[config.mk]
export PLATFORM = sky130hd
export DESIGN_NAME = entab_space_run_compressor_flat
export DESIGN_NICKNAME = d
export VERILOG_FILES = /design/src/design/esrc_pkg.sv /design/src/design/esrc_ifs.sv /design/src/design/esrc_front.sv /design/src/design/esrc_queue.sv /design/src/design/esrc_back.sv /design/src/design/entab_space_run_compressor.sv /design/src/flat_wrapper.sv
export SDC_FILE = /design/constraint.sdc
export NUM_CORES = 1
export LEC_CHECK = 0
export BUFFER_PORTS_ARGS = -buffer_cell sky130_fd_sc_hd__buf_2
export CAP_MARGIN = 10
export CORE_MARGIN = 4
export CORE_UTILIZATION = 49
export CTS_BUF_LIST = sky130_fd_sc_hd__clkbuf_16
export DETAILED_ROUTE_END_ITERATION = 10
export GPL_TIMING_DRIVEN = 0
export MAX_ROUTING_LAYER = met4
export PLACE_DENSITY = 0.77
export SETUP_SLACK_MARGIN = 0.5
export SYNTH_ARGS = -nofsm -noshare
export SYNTH_HDL_FRONTEND = slang
export SYNTH_HIERARCHICAL = 1
export SYNTH_SLANG_ARGS = --single-unit
[constraint.sdc]
create_clock -name clk -period 8.7 [get_ports clk]
set_input_delay 0.87 -clock clk [delete_from_list [all_inputs] [get_ports clk]]
set_output_delay 0.87 -clock clk [all_outputs]
set_load 0.005 [all_outputs]
[src/design/esrc_pkg.sv]
// Package for the space-run compressor: shared widths, byte codes and defaults.
package esrc_pkg;

  localparam int CHAR_W            = 8;
  localparam int CFG_W             = 4;
  // Compare width: holds a column count of up to sixteen.
  localparam int CMP_W             = 5;
  localparam int MAX_TAB_WIDTH_DEF = 8;
  localparam int QUEUE_DEPTH       = 2;

  localparam logic [CFG_W-1:0]  TAB_WIDTH_RST = 4'd4;

  localparam logic [CHAR_W-1:0] CH_TAB   = 8'h09;
  localparam logic [CHAR_W-1:0] CH_NL    = 8'h0A;
  localparam logic [CHAR_W-1:0] CH_SPACE = 8'h20;

endpackage

[src/design/esrc_ifs.sv]
// Valid/ready channel interfaces for the input bytes and the emitted bytes.
interface esrc_in_if;
  logic                        valid;
  logic                        ready;
  logic [esrc_pkg::CHAR_W-1:0] in_char;
  logic                        flush;

  modport source (output valid, output in_char, output flush, input ready);
  modport sink   (input valid, input in_char, input flush, output ready);
endinterface

interface esrc_out_if;
  logic                        valid;
  logic                        ready;
  logic [esrc_pkg::CHAR_W-1:0] out_char;
  logic                        last;

  modport source (output valid, output out_char, output last, input ready);
  modport sink   (input valid, input out_char, input last, output ready);
endinterface

[src/design/esrc_front.sv]
// Front end: accepts bytes, tracks column and pending spaces, issues emit commands.
module esrc_front #(
  parameter int MAX_TAB_WIDTH = esrc_pkg::MAX_TAB_WIDTH_DEF,
  parameter int CMD_W         = $clog2(MAX_TAB_WIDTH) + 1 + esrc_pkg::CHAR_W
) (
  input  logic                       clk,
  input  logic                       rst_n,
  esrc_in_if.sink                    in_ch,
  input  logic                       cfg_we,
  input  logic [esrc_pkg::CFG_W-1:0] cfg_wdata,
  output logic                       q_push,
  output logic [CMD_W-1:0]           q_data,
  input  logic                       q_full
);
  import esrc_pkg::*;

  localparam int PW = $clog2(MAX_TAB_WIDTH);

  logic [CFG_W-1:0]  tab_width_r;
  logic [PW-1:0]     pending_r, pending_nxt;
  logic [PW-1:0]     phase_r, phase_nxt;
  logic [CMP_W-1:0]  eff_w;
  logic [CMP_W-1:0]  phase_inc;
  logic [PW-1:0]     phase_adv;
  logic              at_stop;
  logic              accept;
  logic              cmd_req;
  logic [PW-1:0]     cmd_cnt;
  logic              cmd_has_char;
  logic [CHAR_W-1:0] cmd_char;

  assign in_ch.ready = !q_full;
  assign accept      = in_ch.valid && in_ch.ready;

  always_comb begin
    if (tab_width_r == '0) begin
      eff_w = CMP_W'(1);
    end else if (CMP_W'(tab_width_r) > CMP_W'(MAX_TAB_WIDTH)) begin
      eff_w = CMP_W'(MAX_TAB_WIDTH);
    end else begin
      eff_w = CMP_W'(tab_width_r);
    end
  end

  assign phase_inc = CMP_W'(phase_r) + CMP_W'(1);
  assign at_stop   = phase_inc >= eff_w;
  assign phase_adv = at_stop ? '0 : phase_r + PW'(1);

  always_comb begin
    pending_nxt  = pending_r;
    phase_nxt    = phase_r;
    cmd_req      = 1'b0;
    cmd_cnt      = '0;
    cmd_has_char = 1'b0;
    cmd_char     = in_ch.in_char;
    if (in_ch.flush) begin
      cmd_req     = pending_r != '0;
      cmd_cnt     = pending_r;
      pending_nxt = '0;
      phase_nxt   = '0;
    end else begin
      case (in_ch.in_char)
        CH_SPACE: begin
          if (at_stop) begin
            cmd_req      = 1'b1;
            cmd_has_char = 1'b1;
            cmd_char     = (pending_r == '0) ? CH_SPACE : CH_TAB;
            pending_nxt  = '0;
            phase_nxt    = '0;
          end else begin
            pending_nxt = pending_r + PW'(1);
            phase_nxt   = phase_adv;
          end
        end
        CH_TAB: begin
          cmd_req      = 1'b1;
          cmd_has_char = 1'b1;
          pending_nxt  = '0;
          phase_nxt    = '0;
        end
        CH_NL: begin
          cmd_req      = 1'b1;
          cmd_cnt      = pending_r;
          cmd_has_char = 1'b1;
          pending_nxt  = '0;
          phase_nxt    = '0;
        end
        default: begin
          cmd_req      = 1'b1;
          cmd_cnt      = pending_r;
          cmd_has_char = 1'b1;
          pending_nxt  = '0;
          phase_nxt    = phase_adv;
        end
      endcase
    end
  end

  assign q_push = accept && cmd_req;
  assign q_data = {cmd_cnt, cmd_has_char, cmd_char};

  always_ff @(posedge clk) begin
    if (!rst_n) begin
      tab_width_r <= TAB_WIDTH_RST;
      pending_r   <= '0;
      phase_r     <= '0;
    end else begin
      if (cfg_we) begin
        tab_width_r <= cfg_wdata;
      end
      if (accept) begin
        pending_r <= pending_nxt;
        phase_r   <= phase_nxt;
      end
    end
  end

`ifndef ASSERT_OFF
  // Every held space sits in a column of the current interval.
  a_pending_le_phase: assert property (@(posedge clk) disable iff (!rst_n)
    pending_r <= phase_r)
    else $error("pending space count exceeds column phase");
`endif

endmodule

[src/design/esrc_queue.sv]
// Short command queue between the front end and the emitter.
module esrc_queue #(
  parameter int WIDTH = 12
) (
  input  logic             clk,
  input  logic             rst_n,
  input  logic             push,
  input  logic [WIDTH-1:0] push_data,
  output logic             full,
  input  logic             pop,
  output logic [WIDTH-1:0] pop_data,
  output logic             not_empty
);
  import esrc_pkg::*;

  localparam int AW = (QUEUE_DEPTH > 1) ? $clog2(QUEUE_DEPTH) : 1;
  localparam int CW = $clog2(QUEUE_DEPTH + 1);

  logic [WIDTH-1:0] entry_r [QUEUE_DEPTH];
  logic [AW-1:0]    wr_ptr_r, wr_ptr_nxt;
  logic [AW-1:0]    rd_ptr_r, rd_ptr_nxt;
  logic [CW-1:0]    count_r, count_nxt;
  logic             do_push, do_pop;

  assign full      = count_r == CW'(QUEUE_DEPTH);
  assign not_empty = count_r != '0;
  assign do_push   = push && !full;
  assign do_pop    = pop && not_empty;
  assign pop_data  = entry_r[rd_ptr_r];

  always_comb begin
    wr_ptr_nxt = wr_ptr_r;
    rd_ptr_nxt = rd_ptr_r;
    count_nxt  = count_r;
    if (do_push) begin
      wr_ptr_nxt = (wr_ptr_r == AW'(QUEUE_DEPTH - 1)) ? '0 : wr_ptr_r + AW'(1);
    end
    if (do_pop) begin
      rd_ptr_nxt = (rd_ptr_r == AW'(QUEUE_DEPTH - 1)) ? '0 : rd_ptr_r + AW'(1);
    end
    if (do_push && !do_pop) begin
      count_nxt = count_r + CW'(1);
    end else if (do_pop && !do_push) begin
      count_nxt = count_r - CW'(1);
    end
  end

  always_ff @(posedge clk) begin
    if (do_push) begin
      entry_r[wr_ptr_r] <= push_data;
    end
  end

  always_ff @(posedge clk) begin
    if (!rst_n) begin
      wr_ptr_r <= '0;
      rd_ptr_r <= '0;
      count_r  <= '0;
    end else begin
      wr_ptr_r <= wr_ptr_nxt;
      rd_ptr_r <= rd_ptr_nxt;
      count_r  <= count_nxt;
    end
  end

`ifndef ASSERT_OFF
  a_no_overflow: assert property (@(posedge clk) disable iff (!rst_n)
    push |-> !full)
    else $error("command pushed into a full queue");

  a_no_underflow: assert property (@(posedge clk) disable iff (!rst_n)
    pop |-> not_empty)
    else $error("command popped from an empty queue");
`endif

endmodule

[src/design/esrc_back.sv]
// Emitter: expands each command into pending spaces and a closing byte.
module esrc_back #(
  parameter int MAX_TAB_WIDTH = esrc_pkg::MAX_TAB_WIDTH_DEF,
  parameter int CMD_W         = $clog2(MAX_TAB_WIDTH) + 1 + esrc_pkg::CHAR_W
) (
  input  logic             clk,
  input  logic             rst_n,
  input  logic             q_valid,
  input  logic [CMD_W-1:0] q_data,
  output logic             q_pop,
  esrc_out_if.source       out_ch
);
  import esrc_pkg::*;

  localparam int PW = $clog2(MAX_TAB_WIDTH);

  logic              work_valid_r, work_valid_nxt;
  logic [PW-1:0]     rem_r, rem_nxt;
  logic              has_char_r, has_char_nxt;
  logic [CHAR_W-1:0] char_r, char_nxt;
  logic              out_valid_r, out_valid_nxt;
  logic [CHAR_W-1:0] out_char_r, out_char_nxt;
  logic              out_last_r, out_last_nxt;
  logic              adv;
  logic              final_item;
  logic [PW-1:0]     q_cnt;
  logic              q_has_char;
  logic [CHAR_W-1:0] q_char;

  assign {q_cnt, q_has_char, q_char} = q_data;

  assign adv        = !out_valid_r || out_ch.ready;
  assign final_item = (rem_r == '0) || (rem_r == PW'(1) && !has_char_r);
  assign q_pop      = q_valid && (!work_valid_r || (adv && final_item));

  always_comb begin
    work_valid_nxt = work_valid_r;
    rem_nxt        = rem_r;
    has_char_nxt   = has_char_r;
    char_nxt       = char_r;
    out_valid_nxt  = out_valid_r;
    out_char_nxt   = out_char_r;
    out_last_nxt   = out_last_r;
    if (adv) begin
      out_valid_nxt = work_valid_r;
      out_last_nxt  = final_item;
      if (rem_r != '0) begin
        out_char_nxt = CH_SPACE;
        rem_nxt      = rem_r - PW'(1);
      end else begin
        out_char_nxt = char_r;
      end
      if (work_valid_r && final_item) begin
        work_valid_nxt = 1'b0;
      end
    end
    if (q_pop) begin
      work_valid_nxt = 1'b1;
      rem_nxt        = q_cnt;
      has_char_nxt   = q_has_char;
      char_nxt       = q_char;
    end
  end

  always_ff @(posedge clk) begin
    rem_r      <= rem_nxt;
    has_char_r <= has_char_nxt;
    char_r     <= char_nxt;
    out_char_r <= out_char_nxt;
    out_last_r <= out_last_nxt;
  end

  always_ff @(posedge clk) begin
    if (!rst_n) begin
      work_valid_r <= 1'b0;
      out_valid_r  <= 1'b0;
    end else begin
      work_valid_r <= work_valid_nxt;
      out_valid_r  <= out_valid_nxt;
    end
  end

  assign out_ch.valid    = out_valid_r;
  assign out_ch.out_char = out_char_r;
  assign out_ch.last     = out_last_r;

`ifndef ASSERT_OFF
  // A live command always has something left to emit.
  a_no_empty_cmd: assert property (@(posedge clk) disable iff (!rst_n)
    (work_valid_r && rem_r == '0) |-> has_char_r)
    else $error("emitter holds a command with nothing to emit");
`endif

endmodule

[src/design/entab_space_run_compressor.sv]
// Top level of the space-run compressor: front end, command queue and emitter.
//
// Usage: text bytes enter on in_ch (valid/ready) as in_char with a flush flag;
// a request with flush set releases the trailing held spaces and its byte is
// ignored. Emitted bytes leave on out_ch (valid/ready) as out_char, with last
// marking the final byte caused by one input request. tab_width is written
// through cfg_we/cfg_wdata while the block is idle; zero acts as one and values
// above MAX_TAB_WIDTH saturate.
// The first byte caused by a request passes the queue entry, the emitter's
// work registers and the output register. Throughput: one request per cycle
// while each yields at most one byte and out_ch.ready is high. A request that
// releases n held spaces yields n spaces, then its byte (only the spaces for a
// flush), one byte per cycle while out_ch is ready; the front end keeps taking
// requests until the two-entry command queue fills, then holds in_ch.ready low.
// Reset (rst_n low at a clock edge) empties the queue, clears the column and
// held-space counts and sets tab_width to four. When the receiver stalls, the
// output register holds its byte, the emitter waits, and the queue absorbs up
// to two commands before the input side stalls too.
module entab_space_run_compressor #(
  parameter int MAX_TAB_WIDTH = esrc_pkg::MAX_TAB_WIDTH_DEF
) (
  input  logic                       clk,
  input  logic                       rst_n,
  esrc_in_if.sink                    in_ch,
  esrc_out_if.source                 out_ch,
  input  logic                       cfg_we,
  input  logic [esrc_pkg::CFG_W-1:0] cfg_wdata
);
  import esrc_pkg::*;

  // A command carries the held-space count, a closing-byte flag and the byte.
  localparam int PW    = $clog2(MAX_TAB_WIDTH);
  localparam int CMD_W = PW + 1 + CHAR_W;

  logic             q_push;
  logic [CMD_W-1:0] q_push_data;
  logic             q_full;
  logic             q_pop;
  logic [CMD_W-1:0] q_pop_data;
  logic             q_not_empty;

  // The front end classifies each byte and decides what it releases.
  esrc_front #(
    .MAX_TAB_WIDTH (MAX_TAB_WIDTH),
    .CMD_W         (CMD_W)
  ) u_front (
    .clk       (clk),
    .rst_n     (rst_n),
    .in_ch     (in_ch),
    .cfg_we    (cfg_we),
    .cfg_wdata (cfg_wdata),
    .q_push    (q_push),
    .q_data    (q_push_data),
    .q_full    (q_full)
  );

  // The queue lets the front end keep accepting while the emitter is busy.
  esrc_queue #(
    .WIDTH (CMD_W)
  ) u_queue (
    .clk       (clk),
    .rst_n     (rst_n),
    .push      (q_push),
    .push_data (q_push_data),
    .full      (q_full),
    .pop       (q_pop),
    .pop_data  (q_pop_data),
    .not_empty (q_not_empty)
  );

  // The emitter expands commands into output bytes, one per cycle while out_ch is ready.
  esrc_back #(
    .MAX_TAB_WIDTH (MAX_TAB_WIDTH),
    .CMD_W         (CMD_W)
  ) u_back (
    .clk     (clk),
    .rst_n   (rst_n),
    .q_valid (q_not_empty),
    .q_data  (q_pop_data),
    .q_pop   (q_pop),
    .out_ch  (out_ch)
  );

endmodule

[src/flat_wrapper.sv]
// flat-port wrapper written by rule: the top's interface ports become plain ports
module entab_space_run_compressor_flat import esrc_pkg::*;
#(
  parameter int MAX_TAB_WIDTH = esrc_pkg::MAX_TAB_WIDTH_DEF
)
  (clk, rst_n, cfg_we, cfg_wdata, in_ch_valid, in_ch_in_char, in_ch_flush, in_ch_ready, out_ch_valid, out_ch_out_char, out_ch_last, out_ch_ready);
  esrc_in_if in_ch_i ();
  esrc_out_if out_ch_i ();
  input  logic clk;
  input  logic rst_n;
  input  logic cfg_we;
  input  logic [esrc_pkg::CFG_W-1:0] cfg_wdata;
  input wire logic [$bits(in_ch_i.valid)-1:0] in_ch_valid;
  input wire logic [$bits(in_ch_i.in_char)-1:0] in_ch_in_char;
  input wire logic [$bits(in_ch_i.flush)-1:0] in_ch_flush;
  output wire logic [$bits(in_ch_i.ready)-1:0] in_ch_ready;
  output wire logic [$bits(out_ch_i.valid)-1:0] out_ch_valid;
  output wire logic [$bits(out_ch_i.out_char)-1:0] out_ch_out_char;
  output wire logic [$bits(out_ch_i.last)-1:0] out_ch_last;
  input wire logic [$bits(out_ch_i.ready)-1:0] out_ch_ready;
  assign in_ch_i.valid = in_ch_valid;
  assign in_ch_i.in_char = in_ch_in_char;
  assign in_ch_i.flush = in_ch_flush;
  assign in_ch_ready = in_ch_i.ready;
  assign out_ch_valid = out_ch_i.valid;
  assign out_ch_out_char = out_ch_i.out_char;
  assign out_ch_last = out_ch_i.last;
  assign out_ch_i.ready = out_ch_ready;
  entab_space_run_compressor #(.MAX_TAB_WIDTH(MAX_TAB_WIDTH)) u_core (.clk(clk), .rst_n(rst_n), .in_ch(in_ch_i), .out_ch(out_ch_i), .cfg_we(cfg_we), .cfg_wdata(cfg_wdata));
endmodule
==> reports/qor.yml <==
power_leakage_nw: 1.32
cp.arrival_ns: 3.22
cp-startpoint: "u_core/u_front/phase_r[0]"
grt_pass1_wl_microns: 7990
drc_errors: 0
yosysSeqAreaShare_pct: 59.4
p_seq_share_pct: 43.9
finalMaxSlewViolations: 0
yosysUniqueCellTypes: 48
slowest_stage: "nor3_2"
ys.flop_type: "edfxtp_1"
drive_gt1_share_pct: 27.5
pwr-share-comb_pct: 25.0
worstMarginPinSlew_ns: 0.946
critPathMaxStageDelay_ns: 0.78
syn-cell-area_sq_um: 2850
wl_per_cell_microns: 13.9
worstPathRequired_ns: 8.65
fill_cells: 448
grt_setup_unrepaired: "false"
timing.rr.start: "u_core/u_front/phase_r[0]"
cts_sinks: 62
crit_buf_inv: 1
yosys_warnings: 6
grt_max_degree: 16
dieArea_sq_um: 7100
htree_levels: 3
final_common_cell: "edfxtp_1"
clk_pin_slew_ns: 0.05
cap_violations: 0
coreArea_sq_um: 5570
relSlewSlack_pct: 36.6
grtUsageTotal_pct: 15.4
die_w_microns: 84.3
grt_pass1_vias: 1689
cts_root_buffer: "clkbuf_16"
synth_top_area_share_pct: 47.4
avgSynthCellArea_sq_um: 13.3
min_path_type: "reg -> reg"
nNetsFinal: 282
place_hpwl_microns: 3300
crit_top_cell: "ha_1"
gp_congestion: 0.757
cpLargestDelayFamily: "simple AND/OR/NAND/NOR gates"
cts_buffers: 9
drt_wl_total_microns: 4590
dr.pass1.iters: 4
fmax_ghz: 0.306
clk_latency_ns: 0.33
setup_slack_ns: 5.43
drtIter0Drc: 66
dp_cells: 314
p_sw_share_pct: 27.9
async_flop_share_pct: 0
final-instance-count-excl-fill: 330
n_antenna_cell: 0
start_kind: "flip-flop"
clock_path_buffers: 2
path_max_fanout: 13
p_switching_w: 0.000279
grt-ovfl-total: 0
port_buffers: 27
synthTopCellsByArea: "edfxtp_1 47%, dfxtp_1 12%, ha_1 4.8%, mux2_2 4.7%, and2_1 2.2%"
synth_top_area_cell: "edfxtp_1"
ant_nets: 0
skew_ns: 0.00484
setup-violations-final: 0
path_cells: "ha_1 > xor2_1 > ha_1 > o21a_1 > nor2_1 > or2_1 > a221oi_1 > inv_1 > nor3_2"
vias: 1683
place_ws_ns: 5.45
final_cell_mix: "45 x edfxtp_1, 28 x buf_2, 17 x inv_1, 17 x dfxtp_1"
antenna_found_initial: 0
fin_setup_tns_ns: 0
period_share_pct: 37.6
hold_viol_final: 0
status: "complete, no violations"
post_cts_resized: 0
die_y_microns: 84.3
syn2layout_area_growth_pct: 17.3
hold_path.startpoint: "u_core/u_front/pending_r[0]"
power_density_nw_per_um2: 299
ys_ff_latch: 62
intPower_w: 0.000720
finalCriticalPeriod_ns: 3.27
start_util_pct: 51.1
syn_inst: 215
cts_tree: "yes"
peakVddDrop_mv: 0.127
synth_edf_count: 45
crit_path_end_kind: "flip-flop"
ios: 29
hold_buffers: 0
viasPerCell: 5.10
critPathKind: "reg -> reg"
rows: 27
postCtsSetupRepairBufs: 0
syn_nets: 244
clkPwrFrac_pct: 31.1
-- cells in the mapped netlist (3+ instances only) --
| master | n |
|---|---|
| a21oi_1 | 4 |
| and2_1 | 10 |
| clkbuf_1 | 6 |
| dfxtp_1 | 17 |
| edfxtp_1 | 45 |
| ha_1 | 11 |
| inv_1 | 16 |
| mux2_2 | 12 |
| mux2i_1 | 5 |
| nand2_1 | 7 |
| nand2b_1 | 5 |
| nand3_1 | 3 |
| nor2_1 | 12 |
| nor2b_1 | 7 |
| o2111ai_1 | 4 |
| o21a_1 | 3 |
| o21ai_1 | 4 |
| or2_1 | 3 |
| xor2_1 | 4 |
-- flip-flops by register name (all words and copies together) (netlist names), named ones only --
signal	cells
u_core/u_queue/entry_r	24
u_core/u_back/char_r	8
u_core/u_back/out_ch.out_char	8
u_core/u_front/tab_width_r	4
u_core/u_back/rem_r	3
u_core/u_front/pending_r	3
u_core/u_front/phase_r	3
u_core/u_queue/count_r	2
u_core/u_back/has_char_r	1
u_core/u_back/out_ch.last	1
u_core/u_back/out_ch.valid	1
u_core/u_back/work_valid_r	1
u_core/u_queue/rd_ptr_r	1
u_core/u_queue/wr_ptr_r	1
-- per-stage QoR --
| stage | util, % | hold slack, ns | cell area (sq um) | power (W) |
|---|---|---|---|---|
| finish | 60.0 | 0.467 | 3340 | 0.000999 |
| global route | 60.0 | 0.506 | 3340 | 0.00106 |
| CTS | 60.0 | 0.472 | 3340 | 0.00101 |
| detailed placement | 55.2 | 0.466 | 3070 | 0.000696 |
| global placement | 55.2 | 0.459 | 3070 | 0.000682 |
| floorplan | - | 0.448 | 2850 | 0.000626 |
-- layout make-up --
class	count	area (sq um)	share of cell area, %
plain buffers	10	46.3	1.39
clock buffers	9	225	6.74
clock inverters	7	42.5	1.27
inverters	17	63.8	1.91
multi-input cells	126	1050	31.3
flip-flops and latches	62	1690	50.6
well taps	72	90.1	2.70
repair buffers	27	135	4.04
-- power groups by stage --
stage / sequential, W / combinational (W) / clock (W)
4_1_cts: 0.000439 / 0.000254 / 0.000320
2_1_floorplan: 0.000440 / 0.000186 / 0
3_5_place_dp: 0.000444 / 0.000252 / 0
3_3_place_gp: 0.000441 / 0.000241 / 0
6_report: 0.000438 / 0.000250 / 0.000311
5_1_grt: 0.000448 / 0.000276 / 0.000336
-- metal layers --
metal	vias to the layer above	part of all wire [%]	global-route usage (%)	routed length, microns
met2	41	51	23.9	2320
met4	0	2.6	7.46	120
met1	781	41	17.1	1890
li1	847	-	-	-
met3	14	5.8	6.28	264
met5	-	0	-	0
-- cell families after synthesis --
| kind of cell | Yosys count | synth area share (%) |
|---|---|---|
| adder cells (fa/ha/maj) | 11 | 4.83 |
| AND/OR/NAND/NOR | 61 | 14.1 |
| XOR/XNOR | 6 | 1.84 |
| flip-flops | 62 | 59.4 |
| multiplexers | 19 | 7.55 |
| AO/OA/AOI/OAI | 29 | 8.43 |
| buffers and inverters | 27 | 3.86 |
-- worst paths after layout --
| path | to | slack (ns) | cells after the start |
|---|---|---|---|
| hold reg to reg | u_core/u_front/pending_r[0] | 0.47 | 2 |
| setup / recovery | u_core/u_queue/entry_r[0][11] | 5.43 | 9 |
| hold / removal | u_core/u_front/pending_r[0] | 0.47 | 2 |
| setup reg to reg | u_core/u_queue/entry_r[0][11] | 5.43 | 9 |
-- worst register-to-register path: cells and delay by family, from the launching register on --
kind	cells	cell delay (ns)
buf+inv	1	0.14
compound gates	2	0.55
fa+ha+maj	2	0.47
simple gates	3	1.17
flops	1	0.39
xor+xnor	1	0.16
Power figures use the tool's default switching activity.
